==> src/sv/iis_pkg.sv <==
// iis_pkg: shared types and constants for the integer interval set.
// No dependencies.
package iis_pkg;

    localparam int unsigned KEY_W = 64;
    localparam logic [KEY_W-1:0] SIGN_FLIP = {1'b1, {(KEY_W-1){1'b0}}};

    typedef enum logic [1:0] {
        ST_IDLE,
        ST_MERGE,
        ST_RESULT
    } iis_state_t;

    // command from the controller to every cell
    typedef struct packed {
        logic             classify;   // latch per-cell compare flags
        logic             merge_step; // fold next touched range into the head, close the gap
        logic             insert;     // open a slot and write the new range
        logic             absorb;     // widen the head range by the new range
        logic [KEY_W-1:0] lo;         // keyed, ordered low end
        logic [KEY_W-1:0] hi;         // keyed, ordered high end
    } iis_cmd_t;

    function automatic logic [KEY_W-1:0] to_key(input logic [KEY_W-1:0] bits);
        return bits ^ SIGN_FLIP;
    endfunction

endpackage

==> src/sv/iis_ctrl.sv <==
// iis_ctrl: item sequencer for the interval set (handshake and state machine).
// Depends on iis_pkg.
module iis_ctrl
    import iis_pkg::*;
(
    input  logic clk,
    input  logic rst_n,
    input  logic in_valid,
    input  logic is_add,
    input  logic out_stall,
    input  logic more,          // two or more stored ranges still to fold together
    output logic in_stall,
    output logic out_valid,
    output logic do_classify,
    output logic do_query,
    output logic do_merge,
    output logic do_final
);

    iis_state_t state_reg, state_next;

    always_ff @(posedge clk or negedge rst_n)
    begin
        if (!rst_n)
            state_reg <= ST_IDLE;
        else
            state_reg <= state_next;
    end

    always_comb
    begin
        state_next = state_reg;
        case (state_reg)
            ST_IDLE:   if (in_valid) state_next = is_add ? ST_MERGE : ST_RESULT;
            ST_MERGE:  if (!more) state_next = ST_RESULT;
            ST_RESULT: if (!out_stall) state_next = ST_IDLE;
            default:   state_next = ST_IDLE;
        endcase
    end

    always_comb
    begin
        in_stall    = (state_reg != ST_IDLE);
        out_valid   = (state_reg == ST_RESULT);
        do_classify = (state_reg == ST_IDLE) && in_valid && is_add;
        do_query    = (state_reg == ST_IDLE) && in_valid && !is_add;
        do_merge    = (state_reg == ST_MERGE) && more;
        do_final    = (state_reg == ST_MERGE) && !more;
    end

endmodule

==> config.mk <==
export PLATFORM = sky130hd
export DESIGN_NAME = iis_ctrl
export DESIGN_NICKNAME = d
export VERILOG_FILES = /design/src/sv/iis_pkg.sv /design/src/sv/iis_ctrl.sv
export SDC_FILE = /design/constraint.sdc
export NUM_CORES = 1
export LEC_CHECK = 0
export ABC_AREA = 1
export ABC_CLOCK_PERIOD_IN_PS = 2500
export BUFFER_PORTS_ARGS = -buffer_cell sky130_fd_sc_hd__buf_2
export CAP_MARGIN = 20
export CORE_AREA = 2 2 39 41
export CTS_BUF_LIST = sky130_fd_sc_hd__clkbuf_8
export DETAILED_ROUTE_END_ITERATION = 10
export DIE_AREA = 0 0 41 43
export HOLD_SLACK_MARGIN = 0.03
export PLACE_DENSITY = 0.31
export SLEW_MARGIN = 5
export SYNTH_ARGS = -nofsm -noshare
export SYNTH_HDL_FRONTEND = slang
export SYNTH_SLANG_ARGS = --single-unit
==> constraint.sdc <==
create_clock -name clk -period 2.5 [get_ports clk]
set_clock_uncertainty 0.05 [all_clocks]
set_input_delay 0.5 -clock clk [delete_from_list [all_inputs] [get_ports clk]]
set_output_delay 0.5 -clock clk [all_outputs]
set_load 0.01 [all_outputs]
==> results.md <==
* Largest cells by area after synthesis: dfrtp_1 39%, nand3_1 16%, nor2_1 15%
* Most common cell after layout, fill and taps aside: buf_2
* ANT nets after route at 0
* Tcrit/Tclk final at 64.4%
* Critical-path top delay cell: dfrtp_1
* Setup TNS at 0 ns
* Maximum clock frequency at 0.621 GHz
* Placement Cell Area at 203 µm²
* Total grt overflow at 0
* Pre-CTS WS at 0.968 ns
* Clk sinks at 2
* CTS tree: done
* CP Max Fanout at 5
* Die X-Extent at 41 µm
* Setup ws final at 0.890 ns
* Row cnt at 14
* Post-Syn Area at 128 µm²
* RSZ-0062 raised after global routing: false
* Cell count of the worst reg-to-reg path at 4
* CP cell instances: inv_1 -> nand3_1 -> nor2_1 -> buf_2
* Actual slew at the worst max-slew pin at 0.185 ns
* Register area share after synthesis at 39.2%
* Antenna diodes at 0
* Worst Hold Class: in -> reg
* Post-Synth XOR/XNOR Area at 0%
* GP Congestion at 0.544
* Total GRT Usage at 6.13%
* Post-synthesis mux area share at 0%
* Core area at 1380 µm²
* TritonCTS Buffers at 3
* Worst path bufs/invs at 2
* Setup Buffers After CTS at 0
* Largest net degree at the start of global routing at 6
* H-tree depth at 1
* Initial antenna violation count at 0
* CP top delay family: flip-flops
* Hold endpoint: state_reg[0]
* Outcome: complete, no violations
* Max cap viols at 0
* Finished Cell Area at 254 µm²
* Largest family of logic cells by synthesized area: simple AND/OR/NAND/NOR gates
* Starting Density at 9.22%
* Die H at 43 µm
* Setup Viol. Count Final at 0
* Arr. time, crit path at 1.06 ns
* Fin. max-slew vios at 0
* Cells on Worst Hold Path at 3
* Post-layout min period at 1.61 ns
* Hpwl dp at 344 µm
* First-pass GRT wire length at 648 µm
* Clock transition at path regs at 0.03 ns
* Synth top area share at 39.2%
* Vias in the first global route at 175
* # hold bufs at CTS at 1
* Total routed wirelength at 421 µm
* Clk root buf: clkbuf_8
* Clk_lat worst skew at 0.21 ns
* Slowest stage delay, CP at 0.39 ns
* Layout Nets at 44
* Vias post-DR at 189
* Layout area overhead at 99.0%
* RR Endpoint: state_reg[1]
* Synth Area in Adders at 0%
* Ys Warns at 0
* Vias per cell at 3.63
* PostCTS Resize Cnt at 0
* #FFs+latches synth at 2
* WS Path Type: reg -> out
* Top Ports at 12
* Post-synthesis compound-gate area fraction at 3.92%
* Worst slew margin at 87.7%
* Hold wc startpoint: is_add
* Iter 0 DRT Violations at 9
* CP endpoint kind: primary output
* DRC Markers at 0
* Avg WL per Cell at 8.10 µm
* Worst reg2reg setup slack at 1.56 ns
* Number of fill cells at 158
* Mean Syn Cell Area at 6.08 µm²
* VDD IR-drop max at 0.329 mV
* DR pass1 iterations at 4
* Unique masters post-synth at 7
* Layout cell share with drive strength beyond 1 at 41.7%
* Yosys top cell by area: dfrtp_1
* Mapped Nets at 27
* Most frequent cells in the layout: 11 x buf_2, 5 x nor2_1, 4 x inv_1, 4 x nand2_1, 4 x nand3_1
* R2R Path Start: state_reg[1]
* Synth Instances at 21
* Simple-Gate Fraction of Synth Area at 42.2%
* Max reg flops at 2
* Critical Path RT at 1.95 ns
* Type of origin of the critical path: flip-flop
* Full die area at 1760 µm²
* Leakage power total at 0.161 nW
* Hold Fails Final Rpt at 0
* Clk buf depth at 2
* Pwr dens at 1120 nW/µm²
* I/O Buffers at 11
## power by group
| part | switching, W | leakage [nW] | internal [W] |
|---|---|---|---|
| Sequential | 0.0000142 | 0.0256 | 0.0000449 |
| Combinational | 0.0000596 | 0.114 | 0.0000406 |
| Clock | 0.0000225 | 0.0216 | 0.000102 |
## area by class of cell
class	instances	area (µm²)	area share, %
Clock buffer	3	41.3	16.3
Inverter	5	18.8	7.39
Multi-Input combinational cell	14	58.8	23.2
Sequential cell	2	50.0	19.7
Tap cell	16	20.0	7.88
Timing Repair Buffer	12	65.1	25.6
## Yosys cell counts (all sizes together)
cell	instances
inv	5
o21ai	1
dfrtp	2
nor2	5
nand3	4
nand2	4
## through the flow
step | cells | util (%) | total power (W) | hold WS, ns
5_1_grt | 52 | 18.4 | 0.000315 | 0.558
4_1_cts | 52 | 18.4 | 0.000290 | 0.538
6_report | 52 | 18.4 | 0.000283 | 0.531
3_3_place_gp | 48 | 14.6 | 0.000162 | 0.240
2_1_floorplan | 21 | - | 0.000118 | 0.154
3_5_place_dp | 48 | 14.6 | 0.000160 | 0.237
## worst max path at each step
stage,end,start,depth (start not counted),slack (ns)
after floorplan,do_query,is_add,3,1.16
after global placement,do_query,is_add,5,0.99
after detailed placement,do_query,is_add,5,0.97
after CTS,do_classify,state_reg[1],4,0.87
after global routing,do_classify,state_reg[1],4,0.77
final,do_classify,state_reg[1],4,0.89
## logic make-up after synthesis
family | after synthesis
simple gates | 13
flops | 2
compound gates | 1
buf+inv | 5
## worst reg2reg max path, cell delays in order, from the launching register on
cell and delay, ns:
dfrtp_1 0.39, inv_1 0.13, nand3_1 0.13, nand2_1 0.09
inv_1 0.04
## layer usage
| layer | track usage [%] | up-vias | routed length [µm] |
|---|---|---|---|
| li1 | - | 93 | - |
| met1 | 6.13 | 82 | 188 |
| met2 | 7.50 | 14 | 166 |
| met3 | 4.71 | 0 | 66 |
| met4 | 6.00 | 0 | 0 |
| met5 | 0 | - | 0 |
Power figures use the tool's default switching activity.
