## src/sv/iis_pkg.sv

```systemverilog
// iis_pkg: shared types and constants for the integer interval set.
// No dependencies.
package iis_pkg;

    localparam int unsigned KEY_W = 64;
    localparam logic [KEY_W-1:0] SIGN_FLIP = {1'b1, {(KEY_W-1){1'b0}}};

    typedef enum logic [1:0] {
        ST_IDLE,
        ST_MERGE,
        ST_RESULT
    } iis_state_t;

    // command from the controller to every cell
    typedef struct packed {
        logic             classify;   // latch per-cell compare flags
        logic             merge_step; // fold next touched range into the head, close the gap
        logic             insert;     // open a slot and write the new range
        logic             absorb;     // widen the head range by the new range
        logic [KEY_W-1:0] lo;         // keyed, ordered low end
        logic [KEY_W-1:0] hi;         // keyed, ordered high end
    } iis_cmd_t;

    function automatic logic [KEY_W-1:0] to_key(input logic [KEY_W-1:0] bits);
        return bits ^ SIGN_FLIP;
    endfunction

endpackage

```

## src/sv/iis_cell.sv

```systemverilog
// iis_cell: one table entry of the interval set, with its compare logic.
// Depends on iis_pkg.
module iis_cell
    import iis_pkg::*;
(
    input  logic             clk,
    input  logic             rst_n,
    input  iis_cmd_t         cmd,
    input  logic [KEY_W-1:0] query_key,
    input  logic [KEY_W-1:0] left_lo,
    input  logic [KEY_W-1:0] left_hi,
    input  logic             left_occ,
    input  logic             left_below,   // tied high on the first cell
    input  logic             left_touched,
    input  logic [KEY_W-1:0] right_lo,
    input  logic [KEY_W-1:0] right_hi,
    input  logic             right_occ,
    input  logic             right_below,
    input  logic             right_above,
    output logic [KEY_W-1:0] lo_out,
    output logic [KEY_W-1:0] hi_out,
    output logic             occ_out,
    output logic             below,        // ends at least two below new low
    output logic             above,        // starts at least two above new high
    output logic             touched,      // overlaps or touches the new range
    output logic             hit           // query key inside this entry
);

    logic [KEY_W-1:0] lo_reg, lo_next;
    logic [KEY_W-1:0] hi_reg, hi_next;
    logic             occ_reg, occ_next;
    logic             below_reg, below_next;
    logic             above_reg, above_next;
    logic             head, slot;

    assign touched = occ_reg && !below_reg && !above_reg;
    // head: first touched entry; slot: where a range touching nothing goes
    assign head    = touched && !left_touched;
    assign slot    = !below_reg && left_below;

    always_comb
    begin
        lo_next    = lo_reg;
        hi_next    = hi_reg;
        occ_next   = occ_reg;
        below_next = below_reg;
        above_next = above_reg;
        if (cmd.classify)
        begin
            below_next = occ_reg && (cmd.lo != '0) && (hi_reg < cmd.lo - 1'b1);
            above_next = occ_reg && (cmd.hi != '1) && (lo_reg > cmd.hi + 1'b1);
        end
        else if (cmd.merge_step)
        begin
            if (head)
                hi_next = right_hi;
            else if (!below_reg)
            begin
                lo_next    = right_lo;
                hi_next    = right_hi;
                occ_next   = right_occ;
                below_next = right_below;
                above_next = right_above;
            end
        end
        else if (cmd.insert)
        begin
            if (slot)
            begin
                lo_next  = cmd.lo;
                hi_next  = cmd.hi;
                occ_next = 1'b1;
            end
            else if (!below_reg)
            begin
                lo_next  = left_lo;
                hi_next  = left_hi;
                occ_next = left_occ;
            end
        end
        else if (cmd.absorb && head)
        begin
            if (cmd.lo < lo_reg)
                lo_next = cmd.lo;
            if (cmd.hi > hi_reg)
                hi_next = cmd.hi;
        end
    end

    always_ff @(posedge clk or negedge rst_n)
    begin
        if (!rst_n)
        begin
            occ_reg   <= 1'b0;
            below_reg <= 1'b0;
            above_reg <= 1'b0;
        end
        else
        begin
            occ_reg   <= occ_next;
            below_reg <= below_next;
            above_reg <= above_next;
        end
    end

    always_ff @(posedge clk)
    begin
        lo_reg <= lo_next;
        hi_reg <= hi_next;
    end

    assign lo_out  = lo_reg;
    assign hi_out  = hi_reg;
    assign occ_out = occ_reg;
    assign below   = below_reg;
    assign above   = above_reg;
    assign hit     = occ_reg && (query_key >= lo_reg) && (query_key <= hi_reg);

endmodule

```

## config.mk

```make
export PLATFORM = sky130hd
export DESIGN_NAME = iis_cell
export DESIGN_NICKNAME = d
export VERILOG_FILES = /design/src/sv/iis_pkg.sv /design/src/sv/iis_cell.sv
export SDC_FILE = /design/constraint.sdc
export NUM_CORES = 1
export LEC_CHECK = 0
export BUFFER_PORTS_ARGS = -buffer_cell sky130_fd_sc_hd__buf_2
export CORE_AREA = 2 2 233 235
export CTS_CLUSTER_SIZE = 12
export DETAILED_ROUTE_END_ITERATION = 12
export DIE_AREA = 0 0 235 237
export HOLD_SLACK_MARGIN = 0.1
export PLACE_DENSITY = 0.67
export SYNTH_ARGS = -nofsm -noshare
export SYNTH_HDL_FRONTEND = slang
export SYNTH_SLANG_ARGS = --single-unit
```

## constraint.sdc

```tcl
create_clock -name clk -period 10 [get_ports clk]
set_clock_uncertainty 0.05 [all_clocks]
set_input_delay 0 -clock clk [delete_from_list [all_inputs] [get_ports clk]]
set_output_delay 0 -clock clk [all_outputs]
set_load 0.02 [all_outputs]
```

==> flow_summary.yaml, run 1 <==
power_and_ir_drop:
  vdd_drop_max_mv: 0.139
  p_clk_frac: 0.240
  switching_share: 0.405
  p_sw_mw: 1.13
  combPwrFrac: 0.468
  p_seq_frac: 0.292
  powerDensity_nw_per_um2: 112
  p_leak_nw: 12.1
  power.internal_mw: 1.66
synthesis:
  synth-seq-cells: 131
  synth.net_count: 2886
  postSynthCellCount: 2042
  synth_edf_count: 128
  synth_area_leaders: "ha_1, edfxtp_1, mux2i_1"
  yosysWarnings: 0
  netlist_area_sq_um: 17600
  synth_ff_type: "edfxtp_1"
  synthArstFlopShare: 0.0229
  synth_cell_type_count: 64
  yosys.area.top_type_share: 0.273
  ys_seq_area_frac: 0.223
  avgSynthCellArea_sq_um: 8.62
  synth_top_cell_by_area: "ha_1"
worst_setup_path:
  path_class: "input port to flip-flop"
  end_kind: "flip-flop"
  required_ns: 10.33
  worst_setup_path_start_kind: "input port"
  path_max_fanout: 9
  cp.arrival_ns: 5.65
sta:
  maxSlewViolCount: 0
  max_slew_margin: 0.335
  min_period_ns: 5.32
  fmax_mhz: 188
  hold_viol: 0
  rsz0062_at_grt: "false"
  period_share: 0.532
  fin_ws_ns: 4.68
  setup_viol: 0
  finalSetupTns_ns: 0
  holdWs_ns: 0.237
  worstMarginPinSlew_ns: 0.997
global_routing:
  grt_start_max_net_pins: 106
  antenna_found_initial: 17
  grt_overflow: 0
  gr-usage-all-layers: 0.275
  grt_pass1_vias: 19300
  grt_first_pass_wirelength_um: 116000
floorplan:
  die_y_um: 237
  design.core.area_sq_um: 53300
  die_area_sq_um: 55700
  start_util: 0.330
  die_x_um: 235
  ioPinCount: 593
  rows: 85
final_layout:
  drive_gt1_frac: 0.224
  final_cell_mix: "buf_2, ha_1, dlygate4sd3_1, nand2_1, o21ai_0"
  syn2layout_area_growth_pct: 41.8
  instances_no_fill: 3632
  fin_nets: 3756
  utilization: 0.469
  layout.cells.most_common: "buf_2"
place:
  place_hpwl_um: 63100
  place_congestion: 0.958
  port-buffer-count: 592
  dp.cells: 3293
  pre_cts_ws_ns: 5.14
worst_hold_path:
  hp-class: "input port to flip-flop"
route:
  dr.pass1.iters: 5
  route.detailed.drc: 0
  viasPerCell: 5.31
  wl_um: 78100
  ant_nets: 0
  dr.first_iter.drc_count: 1338
  dr_total_vias: 19300
  avgRoutedWirePerCell_um: 21.5
clocking:
  cts_setup_buffers: 0
  clock_latency_ns: 0.49
  h-tree-depth: 4
  cts_tree: "built"
  clkTransAtPathRegs_ns: 0.07
  clockRootBuffer: "clkbuf_16"
  ctsHoldBuffers: 296
  cts_sinks: 131
  ctsResizeCount: 0
  numCtsBuffers: 17
  clock_path_buffers: 2
run:
  cap_violations: 0
status:
  run_status: "finished clean"
[Yosys cell counts (4+ instances only)]
cell	number
a2111oi_0	9
a211o_1	5
a211oi_1	21
a21o_1	57
a21oi_1	112
a221o_1	4
a221oi_1	6
and2_1	7
and3_1	18
and4_1	9
buf_1	5
clkbuf_1	45
edfxtp_1	128
ha_1	384
inv_1	146
mux2i_1	129
nand2_1	231
nand2b_1	9
nand3_1	58
nand3b_1	4
nand4_1	79
nor2_1	90
nor2b_1	13
nor3_1	43
nor4_1	20
o211ai_1	11
o21a_1	6
o21ai_0	197
o21bai_1	5
o31a_1	4
or3_1	11
or4_1	10
xnor2_1	60
xor2_1	61
[per-stage QoR]
step	power (mW)	cell area, sq um
2_1_floorplan	1.49	17600
5_1_grt	2.97	25000
3_5_place_dp	1.99	21400
4_1_cts	2.79	24900
3_3_place_gp	1.98	21400
6_report	2.80	25000
[cells by family after synthesis]
logic type / count (synthesis) / share of synthesized area
simple gates: 623 / 0.175
mux: 130 / 0.0740
buf+inv: 197 / 0.0424
flops: 131 / 0.223
xor+xnor: 121 / 0.0602
fa+ha+maj: 384 / 0.273
compound gates: 456 / 0.153
[worst max-delay path: stages]
cell and delay [ns]:
buf_2 0.18, and4_1 0.33, and4_1 0.46, and2_1 0.40, and4_1 0.41, nand4_1 0.21, nor2_1 0.60, nand2_1 0.15
xor2_1 0.17, ha_1 0.30, nand3_1 0.09, nor3_1 0.33, nand4_1 0.19, nor4b_1 0.41, nor2_1 0.07, a22oi_1 0.16
dlygate4sd3_1 0.56, a31oi_1 0.04, dlygate4sd3_1 0.56
[per-layer routing]
| layer | routed length [um] | global-route usage | vias to the layer above |
|---|---|---|---|
| met5 | 79 | 0 | - |
| met4 | 2520 | 0.101 | 12 |
| li1 | - | - | 9346 |
| met1 | 32900 | 0.337 | 9015 |
| met2 | 37700 | 0.478 | 786 |
| met3 | 4930 | 0.0525 | 142 |
[final cells by class]
class | count | area (sq um)
well taps | 696 | 871
repair buffers | 902 | 6040
clock inverters | 15 | 166
diodes | 11 | 27.5
flip-flops and latches | 131 | 3920
inverters | 146 | 548
multi-input cells | 1714 | 13000
fillers | 5114 | 28300
clock buffers | 17 | 425
[worst paths after layout]
kind,slack (ns),startpoint,to,depth (start not counted)
setup / recovery,4.68,cmd[2],above$_DFFE_PN0P_,19
setup reg to reg,5.90,hi_out[61]$_DFFE_PP_,hi_out[22]$_DFFE_PP_,8
max in group asynchronous,9.32,rst_n,below$_DFFE_PN0P_,3
hold reg to reg,0.82,hi_out[39]$_DFFE_PP_,below$_DFFE_PN0P_,3
min in group asynchronous,0.40,rst_n,above$_DFFE_PN0P_,3
hold / removal,0.24,cmd[108],below$_DFFE_PN0P_,6
[power by group through the flow]
stage          sequential, mW  clock (mW)  combinational, mW
2_1_floorplan           0.868           0              0.623
5_1_grt                 0.821       0.699               1.45
6_report                0.815       0.672               1.31
3_5_place_dp            0.824           0               1.17
4_1_cts                 0.813       0.684               1.29
3_3_place_gp            0.824           0               1.15
(Power assumes the default switching activity.)
==> run 2, diff against run 1 <==
- clock period: 10 -> 5.3 ns (I/O delays scaled with it)
==> run 2 against run 1 <==
Against the previous run: cell count increased by 0.14%; sequential share of layout area fell by 0.081 points; largest power group unchanged; largest cell class unchanged; critical path depth did not move; worst hold slack worse by 0.070 ns; wire length is 0.58% higher; utilization rose by 0.24 points; global-route usage barely moved.
==> flow_summary.yaml, run 2 (synthesis gave the netlist of run 1 again) <==
global_routing:
  grt_start_max_net_pins: 108
  grt_first_pass_wirelength_um: 116000
  antenna_found_initial: 18
  gr-usage-all-layers: 0.275
  grt_overflow: 0
  grt_pass1_vias: 19400
power_and_ir_drop:
  powerDensity_nw_per_um2: 214
  p_leak_nw: 12.2
  vdd_drop_max_mv: 0.266
  power.total_mw: 5.38
worst_setup_path:
  cp.depth: 19
  r2r_cells: 11
  path_max_fanout: 6
  cp_top_family: "simple AND/OR/NAND/NOR gates"
  critical_path.cell_chain: "buf_2 > or4_1 > or4_1 > or4_4 > nor2b_4 > nand2_2 > or2_1 > nor3_2 > xnor2_1 > ha_1 > a211oi_1 > nor2_1 > nor3_1 > o21ai_0 > a22o_1 > nor4_1 > o22ai_1 > dlygate4sd3_1 > a21oi_1"
  slowest_stage: "or4_4"
  max_stage_delay_ns: 0.57
  required_ns: 5.67
  cp.arrival_ns: 4.97
  worst_setup_path_start_kind: "input port"
  path_buf_inv: 2
  path_class: "input port to flip-flop"
  end_kind: "flip-flop"
  crit_top_cell: "or4_1"
clocking:
  clkTransAtPathRegs_ns: 0.07
  h-tree-depth: 4
  cts_sinks: 131
  clock_latency_ns: 0.49
  numCtsBuffers: 17
  cts_setup_buffers: 0
  clock_path_buffers: 2
  clockRootBuffer: "clkbuf_16"
  cts_tree: "built"
final_layout:
  fill_cells: 5073
  regArea_sq_um: 3920
  drive_gt1_frac: 0.224
  utilization: 0.471
  fin_nets: 3762
  final_cell_mix: "buf_2, ha_1, dlygate4sd3_1, nand2_1, o21ai_0"
  syn2layout_area_growth_pct: 42.5
  multi_input_comb_area_sq_um: 13000
  layout.cells.most_common: "buf_2"
place:
  place_congestion: 0.954
  place_hpwl_um: 63200
  port-buffer-count: 592
sta:
  hold_viol: 0
  max_slew_margin: 0.320
  rsz0062_at_grt: "false"
  period_share: 0.868
  worstMarginPinSlew_ns: 1.02
  min_period_ns: 4.60
  finalSetupTns_ns: 0
  setup_viol: 0
  maxSlewViolCount: 0
  fmax_mhz: 217
floorplan:
  die_area_sq_um: 55700
  die_x_um: 235
  die_y_um: 237
  rows: 85
  ioPinCount: 593
  start_util: 0.330
  design.core.area_sq_um: 53300
route:
  dr.first_iter.drc_count: 1281
  route.detailed.drc: 0
  dr.pass1.iters: 5
  wl_um: 78600
  ant_nets: 0
  viasPerCell: 5.33
  avgRoutedWirePerCell_um: 21.6
  dr_total_vias: 19400
status:
  run_status: "finished clean"
worst_hold_path:
  worstHoldPathCells: 4
  hp-class: "input port to flip-flop"
run:
  cap_violations: 0
==> run 2: cell count changes in the layout (fill, tap and decap cells not counted), sizes merged <==
cell / before / now
bufinv: 3 / 5
inv: 146 / 148
clkinv: 9 / 5
dlygate4sd3: 296 / 298
buf: 606 / 610
diode: 11 / 10
==> run 2: what timing repair did <==
action / in CTS / in global routing
hold endpoints to repair: 134 / 0
hold buffers: 298 / 0
gates resized for setup: 0 / 0
==> run 2: layer usage <==
layer,part of all wire,global-route usage,up-vias
li1,-,-,9362
met1,0.42,0.337,9082
met2,0.48,0.472,787
met3,0.061,0.0539,162
met4,0.037,0.114,10
met5,0.00069,0,-
==> run 2: worst paths after layout <==
path	slack [ns]	to	start
min reg2reg	0.81	below$_DFFE_PN0P_	hi_out[39]$_DFFE_PP_
max reg2reg	1.21	lo_out[27]$_DFFE_PP_	lo_out[9]$_DFFE_PP_
min in group asynchronous	0.39	below$_DFFE_PN0P_	rst_n
max	0.70	below$_DFFE_PN0P_	cmd[69]
max in group asynchronous	4.64	occ_out$_DFFE_PN0P_	rst_n
min	0.17	above$_DFFE_PN0P_	cmd[131]
==> run 2: where the power goes <==
part	switching (mW)	internal, mW	leakage [nW]
Combinational	1.43	1.08	10.6
Clock	0.533	0.827	0.302
Sequential	0.173	1.34	1.24
Total	2.13	3.25	12.2
==> run 2: layout make-up <==
class                   count  share of cell area
multi-input cells        1714               0.517
clock inverters            15             0.00842
flip-flops and latches    131               0.156
inverters                 146              0.0218
repair buffers            908               0.244
well taps                 696              0.0347
diodes                     10            0.000997
clock buffers              17              0.0169
==> run 2: worst min-delay path, stage by stage <==
cell and delay, ns:
buf_2 0.16, a21oi_1 0.24, a2111oi_0 0.11, a31oi_1 0.15
==> run 2: per-stage QoR <==
stage               std cells  cell area, sq um  setup WS, ns  hold WS, ns
detailed placement       3297             21500         0.754       -0.239
finish                   3637             25100         0.700        0.167
global placement         3297             21500         0.792       -0.234
CTS                      3627             25100         0.736        0.116
floorplan                2042             17600         0.997       -0.346
global route             3637             25100         0.483        0.175
